## src/hdl/http_request_line_checker_defines.svh

```systemverilog
// Assertion macros shared by the request line checker modules.
`ifndef HTTP_REQUEST_LINE_CHECKER_DEFINES_SVH
`define HTTP_REQUEST_LINE_CHECKER_DEFINES_SVH

// Same-cycle implication, switched off while reset is asserted.
`define HRLC_ASSERT_NOW(label, clk, rst_n, ante, cons) \
    label: assert property (@(posedge clk) disable iff (!rst_n) (ante) |-> (cons)) \
        else $error("same-cycle check failed");

// Next-cycle implication, switched off while reset is asserted.
`define HRLC_ASSERT_NEXT(label, clk, rst_n, ante, cons) \
    label: assert property (@(posedge clk) disable iff (!rst_n) (ante) |=> (cons)) \
        else $error("next-cycle check failed");

`endif

```

## src/hdl/hrlc_pkg.sv

```systemverilog
// Types, constants and helper functions for the request line checker.
`timescale 1ns / 1ps
package hrlc_pkg;

    typedef enum logic [1:0] {
        ST_OK                  = 2'd0,
        ST_BAD_REQUEST         = 2'd1,
        ST_NOT_IMPLEMENTED     = 2'd2,
        ST_VERSION_UNSUPPORTED = 2'd3
    } status_t;

    typedef enum logic [1:0] {
        METH_GET     = 2'd0,
        METH_POST    = 2'd1,
        METH_DELETE  = 2'd2,
        METH_UNKNOWN = 2'd3
    } method_t;

    typedef struct packed {
        status_t status;
        method_t method_kind;
    } result_t;

    typedef struct packed {
        logic [1:0] space_count;
        logic [3:0] token_position;
        logic       path_seen;
        logic       path_bad;
        logic [2:0] method_candidates;
        logic [1:0] version_candidates;
    } scan_state_t;

    localparam scan_state_t SCAN_RESET = '{
        space_count:        2'd0,
        token_position:     4'd0,
        path_seen:          1'b0,
        path_bad:           1'b0,
        method_candidates:  3'b111,
        version_candidates: 2'b11
    };

    localparam logic [7:0] SPACE_CHAR = 8'h20;
    localparam logic [7:0] SLASH_CHAR = 8'h2F;
    localparam logic [7:0] CTRL_MAX   = 8'd31;
    localparam logic [7:0] DEL_CHAR   = 8'd127;

    localparam logic [1:0] SPACE_MAX = 2'd3;
    localparam logic [3:0] POS_MAX   = 4'd15;

    localparam int NUM_METHODS  = 3;
    localparam int NUM_VERSIONS = 2;

    localparam logic [3:0] METHOD_LEN [NUM_METHODS] = '{4'd3, 4'd4, 4'd6};
    localparam logic [3:0] VERSION_LEN = 4'd8;

    // Rows padded with zeros to eight bytes; the length test masks the padding.
    localparam logic [7:0] METHOD_TEXT [NUM_METHODS][8] = '{
        '{"G", "E", "T", 8'h00, 8'h00, 8'h00, 8'h00, 8'h00},
        '{"P", "O", "S", "T", 8'h00, 8'h00, 8'h00, 8'h00},
        '{"D", "E", "L", "E", "T", "E", 8'h00, 8'h00}
    };

    localparam logic [7:0] VERSION_TEXT [NUM_VERSIONS][8] = '{
        '{"H", "T", "T", "P", "/", "1", ".", "1"},
        '{"H", "T", "T", "P", "/", "1", ".", "0"}
    };

    function automatic logic path_byte_ok(logic [7:0] c);
        logic ok;
        ok = 1'b0;
        if ((c >= "0") && (c <= "9")) ok = 1'b1;
        if ((c >= "A") && (c <= "Z")) ok = 1'b1;
        if ((c >= "a") && (c <= "z")) ok = 1'b1;
        if ((c == "-") || (c == ".") || (c == "_") || (c == "~") ||
            (c == "/") || (c == "%") || (c == "?") || (c == "=")) ok = 1'b1;
        if ((c <= CTRL_MAX) || (c >= DEL_CHAR)) ok = 1'b0;
        return ok;
    endfunction

    // Bit k set when method k has exactly the given length.
    function automatic logic [2:0] method_len_mask(logic [3:0] len);
        logic [2:0] m;
        for (int k = 0; k < NUM_METHODS; k++) begin
            m[k] = (METHOD_LEN[k] == len);
        end
        return m;
    endfunction

endpackage

```

## src/hdl/hrlc_scanner.sv

```systemverilog
// Per-byte scan state and the verdict logic for the final byte.
`timescale 1ns / 1ps
`include "http_request_line_checker_defines.svh"
module hrlc_scanner (
    input  logic             clk,
    input  logic             rst_n,
    input  logic             accept,
    input  logic [7:0]       line_byte,
    input  logic             last_byte,
    output hrlc_pkg::result_t result
);
    import hrlc_pkg::*;

    scan_state_t state_reg;
    scan_state_t state_next;
    scan_state_t upd;
    logic [2:0]  mc_final;
    method_t     kind;
    status_t     status;
    logic        is_space;

    always_comb begin
        upd      = state_reg;
        is_space = (line_byte == SPACE_CHAR);
        if (is_space) begin
            if (state_reg.space_count == 2'd0) begin
                upd.method_candidates = state_reg.method_candidates
                                      & method_len_mask(state_reg.token_position);
            end
            if (state_reg.space_count != SPACE_MAX) begin
                upd.space_count = state_reg.space_count + 2'd1;
            end
            upd.token_position = 4'd0;
        end else begin
            case (state_reg.space_count)
                2'd0: begin
                    for (int k = 0; k < NUM_METHODS; k++) begin
                        if (!((state_reg.token_position < METHOD_LEN[k]) &&
                              (METHOD_TEXT[k][state_reg.token_position[2:0]] == line_byte))) begin
                            upd.method_candidates[k] = 1'b0;
                        end
                    end
                end
                2'd1: begin
                    if ((!state_reg.path_seen && (line_byte != SLASH_CHAR)) ||
                        !path_byte_ok(line_byte)) begin
                        upd.path_bad = 1'b1;
                    end
                    upd.path_seen = 1'b1;
                end
                2'd2: begin
                    for (int k = 0; k < NUM_VERSIONS; k++) begin
                        if (!((state_reg.token_position < VERSION_LEN) &&
                              (VERSION_TEXT[k][state_reg.token_position[2:0]] == line_byte))) begin
                            upd.version_candidates[k] = 1'b0;
                        end
                    end
                end
                default: begin
                end
            endcase
            if (state_reg.token_position != POS_MAX) begin
                upd.token_position = state_reg.token_position + 4'd1;
            end
        end
    end

    // Verdict, formed from the state as it stands after this byte.
    always_comb begin
        mc_final = upd.method_candidates;
        if (upd.space_count == 2'd0) begin
            mc_final = mc_final & method_len_mask(upd.token_position);
        end
        if (mc_final[0])      kind = METH_GET;
        else if (mc_final[1]) kind = METH_POST;
        else if (mc_final[2]) kind = METH_DELETE;
        else                  kind = METH_UNKNOWN;

        if ((upd.space_count != 2'd2) || !upd.path_seen || upd.path_bad) begin
            status = ST_BAD_REQUEST;
        end else if (kind == METH_UNKNOWN) begin
            status = ST_NOT_IMPLEMENTED;
        end else if ((upd.token_position != VERSION_LEN) ||
                     (upd.version_candidates == 2'b00)) begin
            status = ST_VERSION_UNSUPPORTED;
        end else begin
            status = ST_OK;
        end
        result.status      = status;
        result.method_kind = kind;
    end

    always_comb begin
        state_next = state_reg;
        if (accept) begin
            state_next = last_byte ? SCAN_RESET : upd;
        end
    end

    always_ff @(posedge clk or negedge rst_n) begin
        if (!rst_n) begin
            state_reg <= SCAN_RESET;
        end else begin
            state_reg <= state_next;
        end
    end

    `HRLC_ASSERT_NEXT(a_clear_after_last, clk, rst_n, accept && last_byte,
                      state_reg == SCAN_RESET)
    `HRLC_ASSERT_NEXT(a_space_counts, clk, rst_n,
                      accept && !last_byte && (line_byte == SPACE_CHAR) &&
                      (state_reg.space_count != SPACE_MAX),
                      (state_reg.token_position == 4'd0) &&
                      (state_reg.space_count == $past(state_reg.space_count) + 2'd1))
endmodule

```

## config.mk

```make
export PLATFORM = sky130hd
export DESIGN_NAME = hrlc_scanner
export DESIGN_NICKNAME = d
export VERILOG_FILES = /design/src/hdl/hrlc_pkg.sv /design/src/hdl/hrlc_scanner.sv
export VERILOG_INCLUDE_DIRS = /design/src /design/src/hdl
export SDC_FILE = /design/constraint.sdc
export NUM_CORES = 1
export LEC_CHECK = 0
export ABC_AREA = 1
export BUFFER_PORTS_ARGS = -buffer_cell sky130_fd_sc_hd__buf_2
export CORE_UTILIZATION = 60
export CTS_CLUSTER_SIZE = 20
export DETAILED_ROUTE_END_ITERATION = 12
export PLACE_DENSITY = 0.81
export SYNTH_ARGS = -nofsm -noshare
export SYNTH_HDL_FRONTEND = slang
export SYNTH_SLANG_ARGS = --single-unit
```

## constraint.sdc

```tcl
create_clock -name clk -period 2.72 [get_ports clk]
set_clock_uncertainty 0.2 [all_clocks]
set_input_delay 0.272 -clock clk [delete_from_list [all_inputs] [get_ports clk]]
set_output_delay 0.272 -clock clk [all_outputs]
set_load 0.02 [all_outputs]
```

==> results by group, run 1 <==
Outcome
  • Status: finished clean

Run
  • Max cap viols: 0

Logic synthesis
  • Sequential share of the synthesized area: between 20% and 30%
  • Mapped Area: between 0.0015 and 0.002 mm2
  • Warnings from Yosys: 0
  • Mapped Avg Cell Area: approximately 5.5 um2
  • #FFs+latches synth: 13
  • Syn Nets: between 300 and 400
  • Cell count after synthesis: roughly 300
  • Netlist cell types: 29

Power and ir drop
  • PwrDens: roughly 360 mW/mm2
  • Peak supply drop: 0.3609 mV
  • Lkg Pwr: ~1.0 nW

Critical path
  • Critical Path RT: about 2300 ps
  • Worst EP arrival: 2160 ps
  • Crit path cell chain: ha_4, inv_1, ha_1, inv_1, nand2_1, nand2_2, nor2_2, nand2_1, nand2_1, nand2_2, nand3_2, a21oi_1, buf_4
  • Capturing point of the worst reg2reg path: state_reg[3]
  • FF-to-FF setup slack: ~780 ps
  • CP bufs+invs: 3
  • Crit path kind: register to output pin
  • Critical path's most frequent cell: nand2_1
  • CP Launch Type: register
  • Critical path fanouts, max: 5
  • RR Startpoint: state_reg[8]
  • Slowest stage delay, CP: about 470 ps
  • CP max-delay cell: dfrtp_2
  • Top delay family on crit path: simple AND/OR/NAND/NOR gates
  • Reg2reg path depth: 12
  • CP endpoint kind: output pin

Drt
  • Antenna viol nets, final: 0
  • Drt first-iter violations: 158
  • Routed vias: slightly above 2000
  • WL final: about 5000 um
  • Routed vias/inst: ~5.8
  • DRC viols: 0
  • Avg WL per Cell: 13.91 um
  • Drt first pass iters: 5

Layout
  • Most frequent cells in the layout: 97 x nand2_1, 35 x nor2_1, 35 x nand3_1
  • Fin nets: 347
  • Area growth from synthesis to layout: 23.35%
  • Share of layout cells above drive strength 1: around a quarter
  • Finished Cell Area: roughly 0.002 mm2
  • Fillers: 194
  • Commonest non-fill, non-tap cell in the layout: nand2_1
  • Number of flip-flops in the largest register: 13
  • Inserted Diodes: 0

Floorplanning
  • Die width: between 50 and 60 um
  • Die area: just under 0.003 mm2
  • Core box area: between 0.002 and 0.003 mm2
  • Cell Rows: 18
  • Die span in y: 54.37 um
  • Initial core utilization: about 65%
  • Num ports: 16

Clocking
  • H-tree levels: 1
  • Clock buffer depth: 2
  • Clock root cell: clkbuf_4
  • Clock sinks: 13
  • Reg clk slew, reported paths: roughly 90 ps
  • CTS buffer count: 3
  • CTS tree: built
  • Clock latency at the later pin of the worst-skew pair: 290 ps

Hold path
  • Hold path depth: 3
  • Hold Crit Class: primary input to register
  • Worst hold start: accept
  • Hold path endpoint: state_reg[1]

GRT
  • Initial antenna violation count: 0
  • Largest net degree at the start of global routing: 18
  • First-pass GRT wire length: 7113 um
  • Vias in the first global route: 1621
  • Overall routing resource usage: 33.78%
  • Grt total ovfl: 0

Placed design
  • Routability cong.: ~1
  • Area after DPL: ~0.0017 mm2
  • Buffers on Ports: 15
  • Hpwl dp: 3413 um

Timing
  • TNS Setup: 0 ps
  • Max Clk Rate: 380.0 MHz
  • Final setup fails: 0
  • Fin crit share: 96.75%
  • Slew Limit Fails: 0
  • Final min period: 2632 ps
  • Least-Margin Pin Slew: slightly below 500 ps
  • RSZ-0062 raised after global routing: yes
  • Final hold vios: 0
  • Slew headroom: around two thirds
  • Worst hold margin: roughly 100 ps
-- stage by stage --
| stage | util (%) | setup slack [ps] | total power (W) | instances |
|---|---|---|---|---|
| 4_1_cts | 69.62 | 15.10 | 0.0006333 | 346 |
| 3_3_place_gp | 67.90 | 265.1 | 0.0005008 | 340 |
| 2_1_floorplan | - | 326.7 | 0.0004393 | 301 |
| 6_report | 79.74 | 88.27 | 0.0007383 | 358 |
| 3_5_place_dp | 67.90 | 221.1 | 0.0005036 | 340 |
| 5_1_grt | 79.74 | -80.58 | 0.0007941 | 358 |
-- per-layer routing --
layer	vias up	global-route usage (%)	part of all wire (%)
li1	1020	-	-
met1	924	45.82	43
met2	104	52.64	45
met3	14	7.500	9.4
met4	0	10.68	2.0
met5	-	0	0
-- power breakdown --
| group | switching, W | internal [W] |
|---|---|---|
| Clock | 0.0000679 | 0.0000570 |
| Combinational | 0.000237 | 0.000153 |
| Sequential | 0.0000166 | 0.000208 |
-- cell usage after synthesis, drive strengths merged --
master	n	share of area, %
nand4	2	0.76
o22ai	3	1.1
o21ai	17	5.2
inv	31	7.1
nor2	45	11
a21oi	15	4.8
nand3b	2	0.91
nor3	3	0.91
clkbuf	2	0.46
nand2	112	26
buf	6	2.3
o211ai	1	0.46
a22oi	1	0.46
xor2	1	0.53
ha	6	4.6
dfstp	5	8.0
o22a	1	0.53
clkinv	1	0.23
dfrtp	8	12
a31oi	1	0.38
nand3	38	12
-- layout make-up --
type                       instances  area, um2  share of cell area, %
multi-input combinational        248       1280                  63.07
sequential                        13      335.3                  16.52
timing repair buffer              31      220.2                  10.85
inverter                          32      130.1                  6.412
tap                               30      37.54                  1.850
clock buffer                       4      26.28                  1.295
-- how the worst max path moves through the flow --
| stage | cells past startpoint | start | end |
|---|---|---|---|
| 2_1_floorplan | 12 | state_reg[7] | result[3] |
| 3_3_place_gp | 13 | state_reg[8] | result[2] |
| 3_5_place_dp | 13 | state_reg[8] | result[2] |
| 4_1_cts | 13 | state_reg[7] | result[2] |
| 5_1_grt | 12 | state_reg[7] | result[3] |
| 6_report | 13 | state_reg[8] | result[3] |
-- repair_timing --
item,CTS,global route
buffers inserted,1,12
resized for setup,1,51
pin swaps,0,19
hold buffers,1,0
hold endpoints to repair,13,0
endpoints found under the setup margin,3,4
-- logic make-up after synthesis --
| logic type | share of synthesized area [%] |
|---|---|
| and+or+nand+nor | 51.79 |
| buffers and inverters | 10.04 |
| AOI/OAI and AO/OA | 12.93 |
| DFF | 20.15 |
| adders and majority gates | 4.563 |
| xor gates and xnor gates | 0.5324 |
-- tightest hold or removal path: stages --
cell,delay (ps)
buf_2,170
nor2_1,100
a21oi_1,50
Note: power is estimated with default switching activity, not from simulation.
==> run 2, diff against run 1 <==
Settings changed: CAP_MARGIN from default to 15, CORE_MARGIN from default to 2, RECOVER_POWER from default to 100.
==> run 2 against run 1 <==
Clock-buffer cell count unchanged. Register-to-register slack about the same. Fmax decreased by 2.7%. Sequential power about the same. Die area increased by 7.5%. Final area increased by 1.8%. Hold slack improved by 0.72 ps. Combinational power increased by 5.4%. Sequential share of layout area decreased by 0.30 points. Wire length increased by 8.4%. Total power increased by 2.7%. Cell count increased by 1.4%. Critical path type unchanged. Critical endpoint unchanged.
==> results by group, run 2 (same netlist as run 1, synthesis figures left out) <==
Clocking
  • Clock latency at the later pin of the worst-skew pair: 290 ps (about the same)
  • H-tree levels: 1 (unchanged)
  • Reg clk slew, reported paths: 80 ps (was 90 ps)
  • Clock buffer depth: 2 (unchanged)
  • Clock root cell: clkbuf_4 (unchanged)
  • Clock sinks: 13 (unchanged)
  • CTS tree: built (unchanged)
  • CTS buffer count: 3 (unchanged)

Placed design
  • Routability cong.: 0.9956 (was 1.004)
  • Buffers on Ports: 15 (unchanged)
  • Hpwl dp: 3435 um (was 3413 um)

Layout
  • Commonest non-fill, non-tap cell in the layout: nand2_1 (unchanged)
  • Area growth from synthesis to layout: 25.63% (was 23.35%)
  • FF+latch area: 335.3 um2 (unchanged)
  • Fillers: 195 (was 194)
  • Most frequent cells in the layout: 99 x nand2_1, 36 x nor2_1, 36 x nand3_1 (was 97 x nand2_1, 35 x nor2_1, 35 x nand3_1)
  • Number of flip-flops in the largest register: 13 (unchanged)
  • Inserted Diodes: 0 (unchanged)
  • Share of layout cells above drive strength 1: 25.83% (was 25.61%)
  • Fin nets: 352 (was 347)
  • Multi-input logic area: 0.001274 mm2 (was 0.001280 mm2)

Outcome
  • Status: finished clean (unchanged)

Floorplanning
  • Initial core utilization: 64.65% (unchanged)
  • Core box area: 0.002545 mm2 (unchanged)
  • Die span in y: 56.37 um (was 54.37 um)
  • Cell Rows: 18 (unchanged)
  • Num ports: 16 (unchanged)
  • Die width: 56.37 um (was 54.37 um)
  • Die area: 0.003177 mm2 (was 0.002956 mm2)

Timing
  • Least-Margin Pin Slew: 735.0 ps (was 495.4 ps)
  • Slew Limit Fails: 0 (unchanged)
  • RSZ-0062 raised after global routing: yes (unchanged)
  • Final hold vios: 0 (unchanged)
  • Fin crit share: 99.48% (was 96.75%)
  • Final min period: 2706 ps (was 2632 ps)
  • Final setup fails: 0 (unchanged)
  • Slew headroom: 51.00% (was 66.85%)
  • Worst hold margin: 105.3 ps (was 104.6 ps)
  • Max Clk Rate: 369.6 MHz (was 380.0 MHz)

Drt
  • DRC viols: 0 (unchanged)
  • Avg WL per Cell: 14.87 um (was 13.91 um)
  • WL final: 5397 um (was 4980 um)
  • Routed vias: 2139 (was 2062)
  • Routed vias/inst: 5.893 (was 5.760)
  • Antenna viol nets, final: 0 (unchanged)
  • Drt first-iter violations: 200 (was 158)
  • Drt first pass iters: 6 (was 5)

Power and ir drop
  • Peak supply drop: 0.4656 mV (was 0.3609 mV)
  • Power Internal: 0.0004288 W (was 0.0004171 W)
  • Reg power frac: 29.5% (was 30.4%)
  • PwrDens: 366.8 mW/mm2 (was 363.8 mW/mm2)
  • Design Power: 0.0007582 W (was 0.0007383 W)
  • Switching part of the total power: 43.44% (was 43.51%)
  • Comb pwr share: 54.1% (was 52.7%)
  • Psw: 0.0003294 W (was 0.0003212 W)
  • Clock share of power: 16.4% (was 16.9%)
  • Lkg Pwr: 1.052 nW (was 1.048 nW)

GRT
  • First-pass GRT wire length: 7783 um (was 7113 um)
  • Initial antenna violation count: 0 (unchanged)
  • Vias in the first global route: 1793 (was 1621)
  • Largest net degree at the start of global routing: 17 (was 18)
  • Grt total ovfl: 0 (unchanged)
  • Overall routing resource usage: 30.79% (was 33.78%)

Critical path
  • Critical path fanouts, max: 4 (was 5)
  • CP endpoint kind: output pin (unchanged)
  • Crit path kind: register to output pin (unchanged)
  • CP Launch Type: register (unchanged)
  • Critical Path RT: 2250 ps (about the same)
  • Worst EP arrival: 2230 ps (was 2160 ps)

Run
  • Max cap viols: 0 (unchanged)

Hold path
  • Hold Crit Class: primary input to register (unchanged)
run 2: changes by cell type in the layout (fill, tap and decap cells not counted), sizes merged:
cell and change:
clkbuf +1, buf +4, clkinv +1, inv -1
run 2: timing repair:
action                                  4_1_cts  5_1_grt
gates cloned                                  0        0
endpoints found under the hold margin        13        0
endpoints found under the setup margin        3        4
pin swaps                                     0       16
hold buffers                                  1        0
buffers inserted                              2       15
resized for setup                             1       50
run 2: path summary, 6_finish.rpt:
path	startpoint	end	slack [ps]	cells past startpoint
setup / recovery	state_reg[8]	result[3]	10	13
hold / removal	accept	state_reg[1]	110	3
setup reg to reg	state_reg[8]	state_reg[4]	770	11
hold reg to reg	state_reg[2]	state_reg[2]	300	2
max in group asynchronous	rst_n	state_reg[8]	1460	2
min in group asynchronous	rst_n	state_reg[11]	340	2
run 2: critical path, cell delays in order, from the launching register on:
cell and delay [ps]:
dfrtp_2 430, buf_12 120, ha_4 150, nand3_1 180, nand2_1 120, nand2_1 70, nor2_2 180, inv_1 90
nand3_2 80, nand2_2 60, nand2_1 80, nand3_2 90, a21oi_2 130, buf_4 150
run 2: power groups by stage:
stage	Sequential, W	Clock, W	Combinational (W)
after floorplan	0.000221	0	0.000219
after global placement	0.000221	0	0.000284
after detailed placement	0.000221	0	0.000285
after CTS	0.000217	0.000125	0.000296
after global routing	0.000224	0.000135	0.000451
final	0.000224	0.000124	0.000410
run 2: cell type report:
type / instances / area share (%)
multi-input combinational: 248 / 61.62
sequential: 13 / 16.22
timing repair buffer: 36 / 12.65
inverter: 32 / 6.416
tap: 30 / 1.816
clock buffer: 4 / 1.271
run 2: per-layer routing:
layer	GRT usage, %	routed length [um]	vias up
li1	-	-	1031
met2	48.57	2456	140
met3	6.912	529	20
met1	41.96	2267	948
met4	9.184	144	0
met5	0	0	-
run 2: stage by stage:
stage / cell area [um2] / cells / TNS, ps / setup slack, ps / util [%]
after floorplan: 1645 / 301 / 0 / 326.7 / -
after global placement: 1735 / 341 / 0 / 237.1 / 68.19
after detailed placement: 1735 / 341 / 0 / 238.7 / 68.19
after CTS: 1787 / 348 / 0 / 42.30 / 70.21
after global routing: 2067 / 363 / -273.3 / -127.5 / 81.22
final: 2067 / 363 / 0 / 14.25 / 81.22
